<file path="src/hdl/pdt_pkg.sv">
// Shared types and constants for the paired device table.
package pdt_pkg;

    localparam int MaxDevices = 8;
    localparam int IdxW       = $clog2(MaxDevices);
    localparam int CntW       = $clog2(MaxDevices + 1);

    typedef enum logic [3:0] {
        ACT_TOUCH     = 4'd0,
        ACT_ADD       = 4'd1,
        ACT_REMOVE    = 4'd2,
        ACT_CLEAR     = 4'd3,
        ACT_READ      = 4'd4,
        ACT_FIND      = 4'd5,
        ACT_RECONNECT = 4'd6,
        ACT_CANDIDATE = 4'd7,
        ACT_WINDOW    = 4'd8
    } action_t;

    typedef enum logic [1:0] {
        ST_IDLE,
        ST_SCAN,
        ST_APPLY,
        ST_OUT
    } state_t;

    typedef struct packed {
        logic [47:0] dev_addr;
        logic [31:0] paired_at;
        logic [31:0] last_seen;
        logic [15:0] vendor;
        logic [15:0] product;
        logic [15:0] descriptor_len;
        logic [7:0]  proto_mode;
        logic        reconnect;
    } entry_t;

    // Write command broadcast from the controller to every cell.
    typedef struct packed {
        logic          wr_en;
        logic [IdxW-1:0] wr_slot;
        logic          full_wr;
        logic          flag_wr;
        entry_t        data;
        logic          shift;
    } cell_cmd_t;

endpackage

</file>
<file path="src/hdl/pdt_cell.sv">
// One table slot; in scan mode it hands its record to the neighbor below.
module pdt_cell
(
    input  logic                 clk,
    input  pdt_pkg::cell_cmd_t   cmd,
    input  logic [pdt_pkg::IdxW-1:0] slot,
    input  pdt_pkg::entry_t      prev_entry,
    output pdt_pkg::entry_t      entry
);
    import pdt_pkg::*;

    entry_t entry_reg;
    entry_t entry_next;

    always_comb
    begin
        entry_next = entry_reg;
        if (cmd.shift)
        begin
            entry_next = prev_entry;
        end
        else if (cmd.wr_en && cmd.wr_slot == slot)
        begin
            if (cmd.full_wr)
            begin
                entry_next = cmd.data;
            end
            else if (cmd.flag_wr)
            begin
                entry_next.reconnect = cmd.data.reconnect;
            end
            else
            begin
                entry_next.last_seen      = cmd.data.last_seen;
                entry_next.vendor         = cmd.data.vendor;
                entry_next.product        = cmd.data.product;
                entry_next.descriptor_len = cmd.data.descriptor_len;
                entry_next.proto_mode     = cmd.data.proto_mode;
            end
        end
    end

    always_ff @(posedge clk)
    begin
        entry_reg <= entry_next;
    end

    assign entry = entry_reg;

endmodule

</file>
<file path="src/hdl/paired_device_table.sv">
// Top level: controller over a rotating chain of table cells.
// Scan actions rotate the cell chain once, one slot per cycle, and then present
// the result; other actions skip the rotation. One item is handled at a time:
// a new item is taken only after the previous result has been accepted.
// Reset: rst_n clears the count, window register and control; records are
// undefined until written.
module paired_device_table
(
    input  logic         clk,
    input  logic         rst_n,
    input  logic         cfg_wr_en,
    input  logic [31:0]  cfg_wr_data,
    input  logic         s_tvalid,
    output logic         s_tready,
    // action[3:0], dev_addr[51:4], entry_index[54:52], time_ms[86:55],
    // vendor_num[102:87], product_num[118:103], descriptor_len[134:119],
    // proto_mode[142:135], allow_reconnect[143]
    input  logic [143:0] s_tdata,
    output logic         m_tvalid,
    input  logic         m_tready,
    // ok[0], found_slot[3:1], out_dev_addr[51:4], out_paired_at[83:52],
    // out_last_seen[115:84], out_vendor[131:116], out_product[147:132],
    // out_descriptor_len[163:148], out_proto_mode[171:164],
    // out_reconnect[172], entry_count[176:173], zero[183:177]
    output logic [183:0] m_tdata
);
    import pdt_pkg::*;

    state_t state_reg, state_next;
    logic [31:0] window_reg;
    logic [CntW-1:0] count_reg, count_next;
    logic [143:0] in_reg;
    logic [IdxW-1:0] step_reg, step_next;
    logic hit_reg, hit_next;
    logic [IdxW-1:0] hit_slot_reg, hit_slot_next;
    logic best_ok_reg, best_ok_next;
    logic [IdxW-1:0] best_slot_reg, best_slot_next;
    entry_t best_reg, best_next;
    entry_t rd_reg, rd_next;
    logic [183:0] out_reg, out_next;
    logic out_valid_reg, out_valid_next;

    entry_t cells [MaxDevices];
    cell_cmd_t cmd;

    logic [3:0]  in_action;
    logic [47:0] in_id;
    logic [2:0]  in_idx;
    logic [31:0] in_time;
    assign in_action = in_reg[3:0];
    assign in_id     = in_reg[51:4];
    assign in_idx    = in_reg[54:52];
    assign in_time   = in_reg[86:55];

    genvar g;
    generate
        for (g = 0; g < MaxDevices; g++)
        begin : g_cell
            pdt_cell u_cell
            (
                .clk        (clk),
                .cmd        (cmd),
                .slot       (IdxW'(g)),
                .prev_entry (cells[(g + 1) % MaxDevices]),
                .entry      (cells[g])
            );
        end
    endgenerate

    logic scan_act;
    logic step_valid;
    entry_t head;
    assign scan_act = in_action inside {ACT_TOUCH, ACT_FIND, ACT_RECONNECT, ACT_CANDIDATE};
    // cell at rotation head holds slot step_reg after step_reg shifts
    assign head = cells[0];
    assign step_valid = {1'b0, step_reg} < count_reg;

    always_comb
    begin
        state_next = state_reg;
        case (state_reg)
            ST_IDLE:
            begin
                if (s_tvalid && s_tready)
                begin
                    state_next = ST_SCAN;
                end
            end
            ST_SCAN:
            begin
                if (!scan_act || step_reg == IdxW'(MaxDevices - 1))
                begin
                    state_next = ST_APPLY;
                end
            end
            ST_APPLY: state_next = ST_OUT;
            ST_OUT:
            begin
                if (out_valid_reg && m_tready)
                begin
                    state_next = ST_IDLE;
                end
            end
            default: state_next = ST_IDLE;
        endcase
    end

    always_comb
    begin
        logic ok;
        logic [IdxW-1:0] s;
        logic [IdxW-1:0] last;
        logic [31:0] age;
        entry_t e;
        cmd = '0;
        count_next = count_reg;
        step_next = step_reg;
        hit_next = hit_reg;
        hit_slot_next = hit_slot_reg;
        best_ok_next = best_ok_reg;
        best_slot_next = best_slot_reg;
        best_next = best_reg;
        rd_next = rd_reg;
        out_next = out_reg;
        out_valid_next = out_valid_reg;
        ok = 1'b0;
        s = '0;
        last = IdxW'(count_reg - 1'b1);
        age = '0;
        e = '0;
        case (state_reg)
            ST_IDLE:
            begin
                step_next = '0;
                hit_next = 1'b0;
                hit_slot_next = '0;
                best_ok_next = 1'b0;
                best_slot_next = '0;
            end
            ST_SCAN:
            begin
                if (scan_act)
                begin
                    // rotate: slot step_reg sits at the first cell before shift
                    cmd.shift = 1'b1;
                    step_next = step_reg + 1'b1;
                end
                else
                begin
                    rd_next = cells[in_idx];
                    if (in_action == ACT_WINDOW && count_reg != '0)
                    begin
                        rd_next.paired_at = cells[last].paired_at;
                    end
                end
            end
            ST_APPLY:
            begin
                out_next = '0;
                e = '0;
                case (in_action)
                    ACT_TOUCH:
                    begin
                        if (hit_reg)
                        begin
                            ok = 1'b1;
                            s = hit_slot_reg;
                        end
                        else if (count_reg < CntW'(MaxDevices))
                        begin
                            ok = 1'b1;
                            s = count_reg[IdxW-1:0];
                            count_next = count_reg + 1'b1;
                            cmd.full_wr = 1'b1;
                        end
                        cmd.wr_en = ok;
                        cmd.wr_slot = s;
                        cmd.data.dev_addr = in_id;
                        cmd.data.paired_at = in_time;
                        cmd.data.last_seen = in_time;
                        cmd.data.vendor = in_reg[102:87];
                        cmd.data.product = in_reg[118:103];
                        cmd.data.descriptor_len = in_reg[134:119];
                        cmd.data.proto_mode = in_reg[142:135];
                        cmd.data.reconnect = 1'b1;
                    end
                    ACT_ADD:
                    begin
                        if (count_reg < CntW'(MaxDevices))
                        begin
                            ok = 1'b1;
                            count_next = count_reg + 1'b1;
                            cmd.wr_en = 1'b1;
                            cmd.full_wr = 1'b1;
                            cmd.wr_slot = count_reg[IdxW-1:0];
                            cmd.data.dev_addr = in_id;
                            cmd.data.paired_at = in_time;
                            cmd.data.last_seen = in_time;
                            cmd.data.reconnect = 1'b1;
                        end
                    end
                    ACT_REMOVE:
                    begin
                        if (count_reg != '0)
                        begin
                            ok = 1'b1;
                            count_next = count_reg - 1'b1;
                        end
                    end
                    ACT_CLEAR:
                    begin
                        ok = 1'b1;
                        count_next = '0;
                    end
                    ACT_READ:
                    begin
                        if ({1'b0, in_idx} < count_reg)
                        begin
                            ok = 1'b1;
                            e = rd_reg;
                        end
                    end
                    ACT_FIND:
                    begin
                        ok = hit_reg;
                        out_next[3:1] = hit_reg ? hit_slot_reg : 3'd0;
                    end
                    ACT_RECONNECT:
                    begin
                        ok = hit_reg;
                        cmd.wr_en = hit_reg;
                        cmd.flag_wr = 1'b1;
                        cmd.wr_slot = hit_slot_reg;
                        cmd.data.reconnect = in_reg[143];
                    end
                    ACT_CANDIDATE:
                    begin
                        ok = best_ok_reg;
                        if (best_ok_reg)
                        begin
                            e = best_reg;
                        end
                    end
                    ACT_WINDOW:
                    begin
                        age = in_time - rd_reg.paired_at;
                        ok = count_reg != '0 && age <= window_reg;
                    end
                    default: ok = 1'b0;
                endcase
                out_next[0] = ok;
                out_next[51:4] = e.dev_addr;
                out_next[83:52] = e.paired_at;
                out_next[115:84] = e.last_seen;
                out_next[131:116] = e.vendor;
                out_next[147:132] = e.product;
                out_next[163:148] = e.descriptor_len;
                out_next[171:164] = e.proto_mode;
                out_next[172] = e.reconnect;
                out_next[176:173] = 4'(count_next);
                out_valid_next = 1'b1;
            end
            ST_OUT:
            begin
                if (m_tready)
                begin
                    out_valid_next = 1'b0;
                end
            end
            default: out_valid_next = 1'b0;
        endcase
        // scan compare on the record at the head cell
        if (state_reg == ST_SCAN && scan_act && step_valid)
        begin
            if (!hit_reg && head.dev_addr == in_id)
            begin
                hit_next = 1'b1;
                hit_slot_next = step_reg;
            end
            if (head.reconnect && (!best_ok_reg || head.last_seen > best_reg.last_seen))
            begin
                best_ok_next = 1'b1;
                best_slot_next = step_reg;
                best_next = head;
            end
        end
    end

    always_ff @(posedge clk or negedge rst_n)
    begin
        if (!rst_n)
        begin
            state_reg <= ST_IDLE;
            window_reg <= '0;
            count_reg <= '0;
            out_valid_reg <= 1'b0;
        end
        else
        begin
            state_reg <= state_next;
            count_reg <= count_next;
            out_valid_reg <= out_valid_next;
            if (cfg_wr_en)
            begin
                window_reg <= cfg_wr_data;
            end
        end
    end

    always_ff @(posedge clk)
    begin
        if (s_tvalid && s_tready)
        begin
            in_reg <= s_tdata;
        end
        step_reg <= step_next;
        hit_reg <= hit_next;
        hit_slot_reg <= hit_slot_next;
        best_ok_reg <= best_ok_next;
        best_slot_reg <= best_slot_next;
        best_reg <= best_next;
        rd_reg <= rd_next;
        out_reg <= out_next;
    end

    assign s_tready = state_reg == ST_IDLE;
    assign m_tvalid = out_valid_reg;
    assign m_tdata  = out_reg;

endmodule

</file>
<file path="config.mk">
export PLATFORM = sky130hd
export DESIGN_NAME = paired_device_table
export DESIGN_NICKNAME = d
export VERILOG_FILES = /design/src/hdl/pdt_pkg.sv /design/src/hdl/pdt_cell.sv /design/src/hdl/paired_device_table.sv
export SDC_FILE = /design/constraint.sdc
export NUM_CORES = 2
export LEC_CHECK = 0
export ABC_CLOCK_PERIOD_IN_PS = 23700
export BUFFER_PORTS_ARGS = -buffer_cell sky130_fd_sc_hd__buf_4
export CAP_MARGIN = 20
export CORE_MARGIN = 3
export CORE_UTILIZATION = 25
export DETAILED_ROUTE_END_ITERATION = 10
export GPL_TIMING_DRIVEN = 0
export PLACE_DENSITY = 0.42
export SYNTH_ARGS = -nofsm -noshare
export SYNTH_HDL_FRONTEND = slang
export SYNTH_SLANG_ARGS = --single-unit
</file>
<file path="constraint.sdc">
create_clock -name clk -period 23.7 [get_ports clk]
set_input_delay 2.37 -clock clk [delete_from_list [all_inputs] [get_ports clk]]
set_output_delay 2.37 -clock clk [all_outputs]
set_load 0.01 [all_outputs]
</file>
# Word-level counts from Yosys, hierarchy flattened

Cells that the tools add are included.

Register bits: 2058
Input port bits: 181
Output and inout port bits: 186

$add $sub $neg: 4
Magnitude comparators: 7
Equality and inequality tests: 26
Multiplexer cells: 70
Bitwise logic cells: 3
Reductions and logical operators: 69

Operators with widths:

| operator                                      | number |
|---|---|
| two-way mux 169 bit                           | 20 |
| binary-select mux 169 bit (select 3 bit)      | 2 |
| one-hot mux 169 bit (2 select lines)          | 1 |
| two-way mux 121 bit                           | 2 |
| one-hot mux 112 bit (2 select lines)          | 1 |
| two-way mux 175 bit                           | 1 |
| two-way mux 112 bit                           | 1 |
| two-way mux 89 bit                            | 1 |
| two-way mux 88 bit                            | 1 |
| two-way mux 80 bit                            | 1 |
| AND reduction 2 bit                           | 29 |
| two-way mux 56 bit                            | 1 |
| == test 48 bit                                | 1 |
| > comparator 32 bit                           | 1 |
| <= comparator 32 bit                          | 1 |
| two-way mux 32 bit                            | 1 |
| subtractor 32 bit                             | 1 |
| nonzero test 2 bit                            | 11 |
| two-way mux 3 bit                             | 6 |
| == test 4 x 3 -> 1 bit, second input constant | 4 |
| logical AND 1 bit                             | 16 |
| two-way mux 1 bit                             | 16 |
| one-hot mux 4 bit (4 select lines)            | 1 |
| == test 3 bit, second input constant          | 5 |
| 36 further kinds                              | 54 |

# Longest topological paths before layout

Depth after elaboration: 9
Mapped depth: 19
Mapped depth without buffers: 19

# Modules after synthesis

A second synthesis with hierarchy kept.

Cells, all modules: 5599
Area, all modules: 100915.5 sq um

By module, submodules not included:

| module              | instances | cells an instance | area an instance (sq um) | sequential area each (sq um) |
|---|---|---|---|---|
| pdt_cell            | 8         | 367               | 7493.4                   | 5074.9 |
| paired_device_table | 1         | 2663              | 40968.0                  | 20955.1 |

# Worst setup path before layout

OpenSTA, ideal clock, no wires.

Path type: flip-flop to flip-flop
Start point: reg state_reg[0]
End point: reg g_cell[0].u_cell.entry_reg, in the netlist g_cell[0].u_cell.entry[10] (enable)
Arrival time: 9920 ps
Required time: 23155 ps
Setup slack: 13235 ps
Cell stages (with the launch flop): 7
Buffers on the path: 0
Clock period less this slack: 10465 ps
Path through: dfrtp_1 inv_1 ha_1 a21oi_1 inv_1 nor2_1 nor2b_1

Longest elaborated chain between the ends: 6

RTL lines:

| what                              | RTL line                   | source |
|---|---|---|
| start: declaration                | paired_device_table.sv:29  | `state_t state_reg, state_next;` |
| start signal: assignment          | paired_device_table.sv:300 | `state_reg <= state_next;` |
| == test 2 bit                     | paired_device_table.sv:131 | `case (state_reg)` |
| two-way mux 175 bit               | paired_device_table.sv:131 |  |
| logical NOT 3 bit                 | pdt_cell.sv:22             | `else if (cmd.wr_en && cmd.wr_slot == slot)` |
| logical AND 1 bit                 | pdt_cell.sv:22             |  |
| nonzero test 2 bit (no line)      | n/a                        |  |
| AND reduction 2 bit (no line) (*) | n/a                        |  |
| end signal: assignment            | pdt_cell.sv:45             | `entry_reg <= entry_next;` |
| end: declaration                  | pdt_cell.sv:12             | `entry_t entry_reg;` |

Every way passes the cells marked *; elsewhere a longest branch is shown, timed or not.
A chain may end at the register's enable or synchronous reset.

# Worst setup path after layout

Start point: reg in_reg[59]
End point: reg out_reg[0], in the netlist m_tdata[0], data pin

Longest elaborated chain between the ends: 4

RTL lines:

| what                               | RTL line                   | source |
|---|---|---|
| start: declaration                 | paired_device_table.sv:32  | `logic [143:0] in_reg;` |
| start signal: assignment           | paired_device_table.sv:314 | `in_reg <= s_tdata;` |
| subtractor 32 bit                  | paired_device_table.sv:246 | `age = in_time - rd_reg.paired_at;` |
| <= comparator 32 bit               | paired_device_table.sv:247 | `ok = count_reg != '0 && age <= window_reg;` |
| logical AND 1 bit                  | paired_device_table.sv:247 |  |
| one-hot mux 1 bit (8 select lines) | paired_device_table.sv:161 | `case (in_action)` |
| end signal: assignment             | paired_device_table.sv:323 | `out_reg <= out_next;` |
| end: declaration                   | paired_device_table.sv:40  | `logic [183:0] out_reg, out_next;` |

Every way passes these cells.

==> impl_metrics.py <==
metrics = {
    "route": {
        "totalWireLength_um": 352800,
        "vias": 61197,
        "ant_nets": 0,
        "viasPerCell": 4.816,
        "drtIter0Drc": 6737,
        "firstDrtPassIters": 6,
        "drc": 0,
        "post_drt_wl_per_cell_um": 27.77,
    },
    "yosys": {
        "async_flop_share": 0.01895,
        "synth_top_area_share": 0.6577,
        "yosys_most_used_dff": "edfxtp_1",
        "syn_area_per_cell_um2": 13.32,
        "yosys.area.top_type": "edfxtp_1",
        "synth_edf_count": 2014,
        "synth-seq-cells": 2058,
        "synth_commonest_cells": "nand2_1 (2883), edfxtp_1 (2014), mux4_2 (402), clkbuf_1 (310), a22o_1 (171)",
        "yosysMostFrequentCell": "nand2_1",
        "ys_top_cells_by_area": "edfxtp_1 (66%), nand2_1 (12%), mux4_2 (9.8%), mux2_2 (1.7%), a22o_1 (1.6%)",
        "yosysSeqAreaShare": 0.6694,
        "syn_area_mm2": 0.09195,
        "syn_inst": 6905,
        "yosysWarnings": 0,
        "yosysUniqueCellTypes": 66,
    },
    "die": {
        "num_rows": 222,
        "core_area_mm2": 0.3658,
        "die-area_mm2": 0.3751,
        "fp.dieH_um": 612.5,
        "start_util": 0.2514,
        "io_pins": 367,
        "die_w_um": 612.5,
    },
    "power": {
        "p_comb_frac": 0.254,
        "p_leak_nw": 44.42,
        "p_int_mw": 7.975,
        "power_frac_clock": 0.326,
        "vdd_drop_max_uv": 69.61,
        "netSwitchingPower_mw": 3.760,
        "powerDensity_mw_per_mm2": 104.9,
        "seq_power_share": 0.420,
        "p_sw_frac": 0.3204,
    },
    "finish": {
        "finalInstanceArea_mm2": 0.1119,
        "drive_above_1_share": 0.1909,
        "final_util": 0.3059,
        "fill_cells": 36741,
        "syn_to_final_growth_pct": 21.70,
        "largest_reg_flops": 1352,
        "final_nets": 7964,
    },
    "sta": {
        "tightest_slew_ps": 1289,
        "min_period_ps": 6740,
        "worst_hold_slack_ps": 437.0,
        "slew_headroom": 0.1368,
        "fin_worst_skew_ps": 75.35,
        "slew_viol_final": 0,
        "timing.fmax_mhz": 148.4,
        "setup_viol": 0,
        "fin_tns_setup_ps": 0,
        "timing.final.hold_violations": 0,
        "rsz0062_at_grt": "false",
        "post-route-period-util": 0.2844,
    },
    "critical_path": {
        "cp_data_arrival_time_ps": 7390,
        "worstSetupPathType": "reg -> reg",
        "slowest_stage": "a211oi_1",
        "critical-path-top-delay-family": "compound AO/OA/AOI/OAI gates",
        "cp.required_ps": 24350,
        "critical_path_buf_inv_count": 0,
        "startpoint_type": "flop",
        "critPathMaxStageDelay_ps": 920,
        "cp_max_fo": 5,
        "path_cells": "ha_1 -> o21ai_1 -> a311oi_1 -> a211oi_1 -> o21ai_1 -> a221oi_1 -> nor4b_1 -> a211oi_1 -> xnor2_1 -> ha_1 -> nand4_1 -> nor3_1 -> o21ai_0 -> and4b_1 -> o21ai_0 -> a31oi_1 -> or4_1",
        "cp-end-kind": "flop",
    },
    "clock_tree": {
        "htree_levels": 4,
        "clk_latency_ps": 980,
        "post-cts-setup-buffer-count": 0,
        "cts-root-buf": "clkbuf_16",
        "numCtsBuffers": 242,
        "cts_resized": 0,
        "cts.sink_count": 2058,
        "path_clk_slew_ps": 60,
        "cts_tree": "done",
        "max-clock-path-buffers": 4,
        "postCtsHoldBufs": 0,
    },
    "grt": {
        "antenna_found_initial": 31,
        "busiest_layer": "met2",
        "grt_start_max_net_pins": 51,
        "grt_util_all_layers": 0.1835,
        "overflow": 0,
        "grt_pass1_wl_um": 487900,
        "grtUsageMet1": 0.2453,
        "met2_usage": 0.2989,
        "grtUsageMet3": 0.02793,
        "grt_pass1_vias": 61550,
    },
    "placement": {
        "globalplace.congestion": 0.8383,
        "placed_cell_area_mm2": 0.1038,
        "hpwl_um": 252200,
        "numPortBuffers": 358,
    },
    "run": {
        "drv_cap": 0,
    },
    "run_status": {
        "status": "completed",
    },
    "min_path": {
        "min_path_type": "reg -> reg",
    },
}
==> placed cells by master (no fill, tap or decap), types with 107 or more instances in the layout <==
master	count
clkbuf_1	330
buf_4	369
nand2_1	2883
a22o_1	171
clkbuf_16	242
mux4_2	402
ha_1	107
inv_1	123
edfxtp_1	2014
mux2_2	141
==> power groups by stage <==
stage / Sequential [mW] / Combinational [mW] / Clock, mW
finish: 4.93 / 2.98 / 3.82
detailed placement: 5.01 / 2.99 / 0
global placement: 5.26 / 2.76 / 0
CTS: 4.94 / 3.01 / 3.93
global route: 4.97 / 3.19 / 4.06
floorplan: 5.02 / 1.53 / 0
==> path summary, 6_finish.rpt <==
path,startpoint,to,slack [ps],cells past startpoint
setup / recovery,in_reg[59],m_tdata[0],16960,17
hold / removal,g_cell[0].u_cell.entry[57],best_reg[57],440,0
setup reg to reg,in_reg[59],m_tdata[0],16960,17
hold reg to reg,g_cell[0].u_cell.entry[57],best_reg[57],440,0
max in group asynchronous,rst_n,state_reg[1],21800,1
min in group asynchronous,rst_n,window_reg[30],1430,1
==> area by class of cell <==
class / count / area, um^2 / area share
Clock inverter: 168 / 1715 / 0.01533
Tap cell: 4816 / 6026 / 0.05384
Sequential cell: 2058 / 61550 / 0.5500
Antenna cell: 7 / 17.52 / 0.0001565
Timing Repair Buffer: 519 / 5763 / 0.05150
Buffer: 391 / 1563 / 0.01396
Clock buffer: 285 / 6217 / 0.05555
Multi-Input combinational cell: 4339 / 28590 / 0.2555
Inverter: 123 / 461.7 / 0.004126
==> cells by family (layout without fill, tap and decap cells) <==
logic type               count (synthesis)  after routing  synth area share
flip-flops                            2058           2058            0.6694
AO/OA/AOI/OAI                          475            475           0.03702
buffers and inverters                  514           1486           0.02168
adder cells (fa/ha/maj)                109            109           0.01491
other                                    1             14        0.00004078
multiplexers                           576            576            0.1193
AND/OR/NAND/NOR                       3099           3099            0.1307
XOR/XNOR                                73             73          0.006953
==> metal layers <==
| metal | part of all wire | wire, um | vias up |
|---|---|---|---|
| met2 | 0.47 | 165600 | 2397 |
| met5 | 0.00012 | 41 | - |
| met1 | 0.42 | 149600 | 31764 |
| met3 | 0.065 | 22990 | 494 |
| met4 | 0.041 | 14620 | 6 |
| li1 | - | - | 26536 |
==> metrics by stage <==
step	cells	total power [mW]	setup slack, ps
after floorplan	6911	6.550	13240
after global placement	12085	8.026	1176
after detailed placement	12235	8.002	16970
after CTS	12688	11.87	16910
after global routing	12702	12.22	16800
final	12706	11.74	16960
Power figures use the tool's default switching activity.
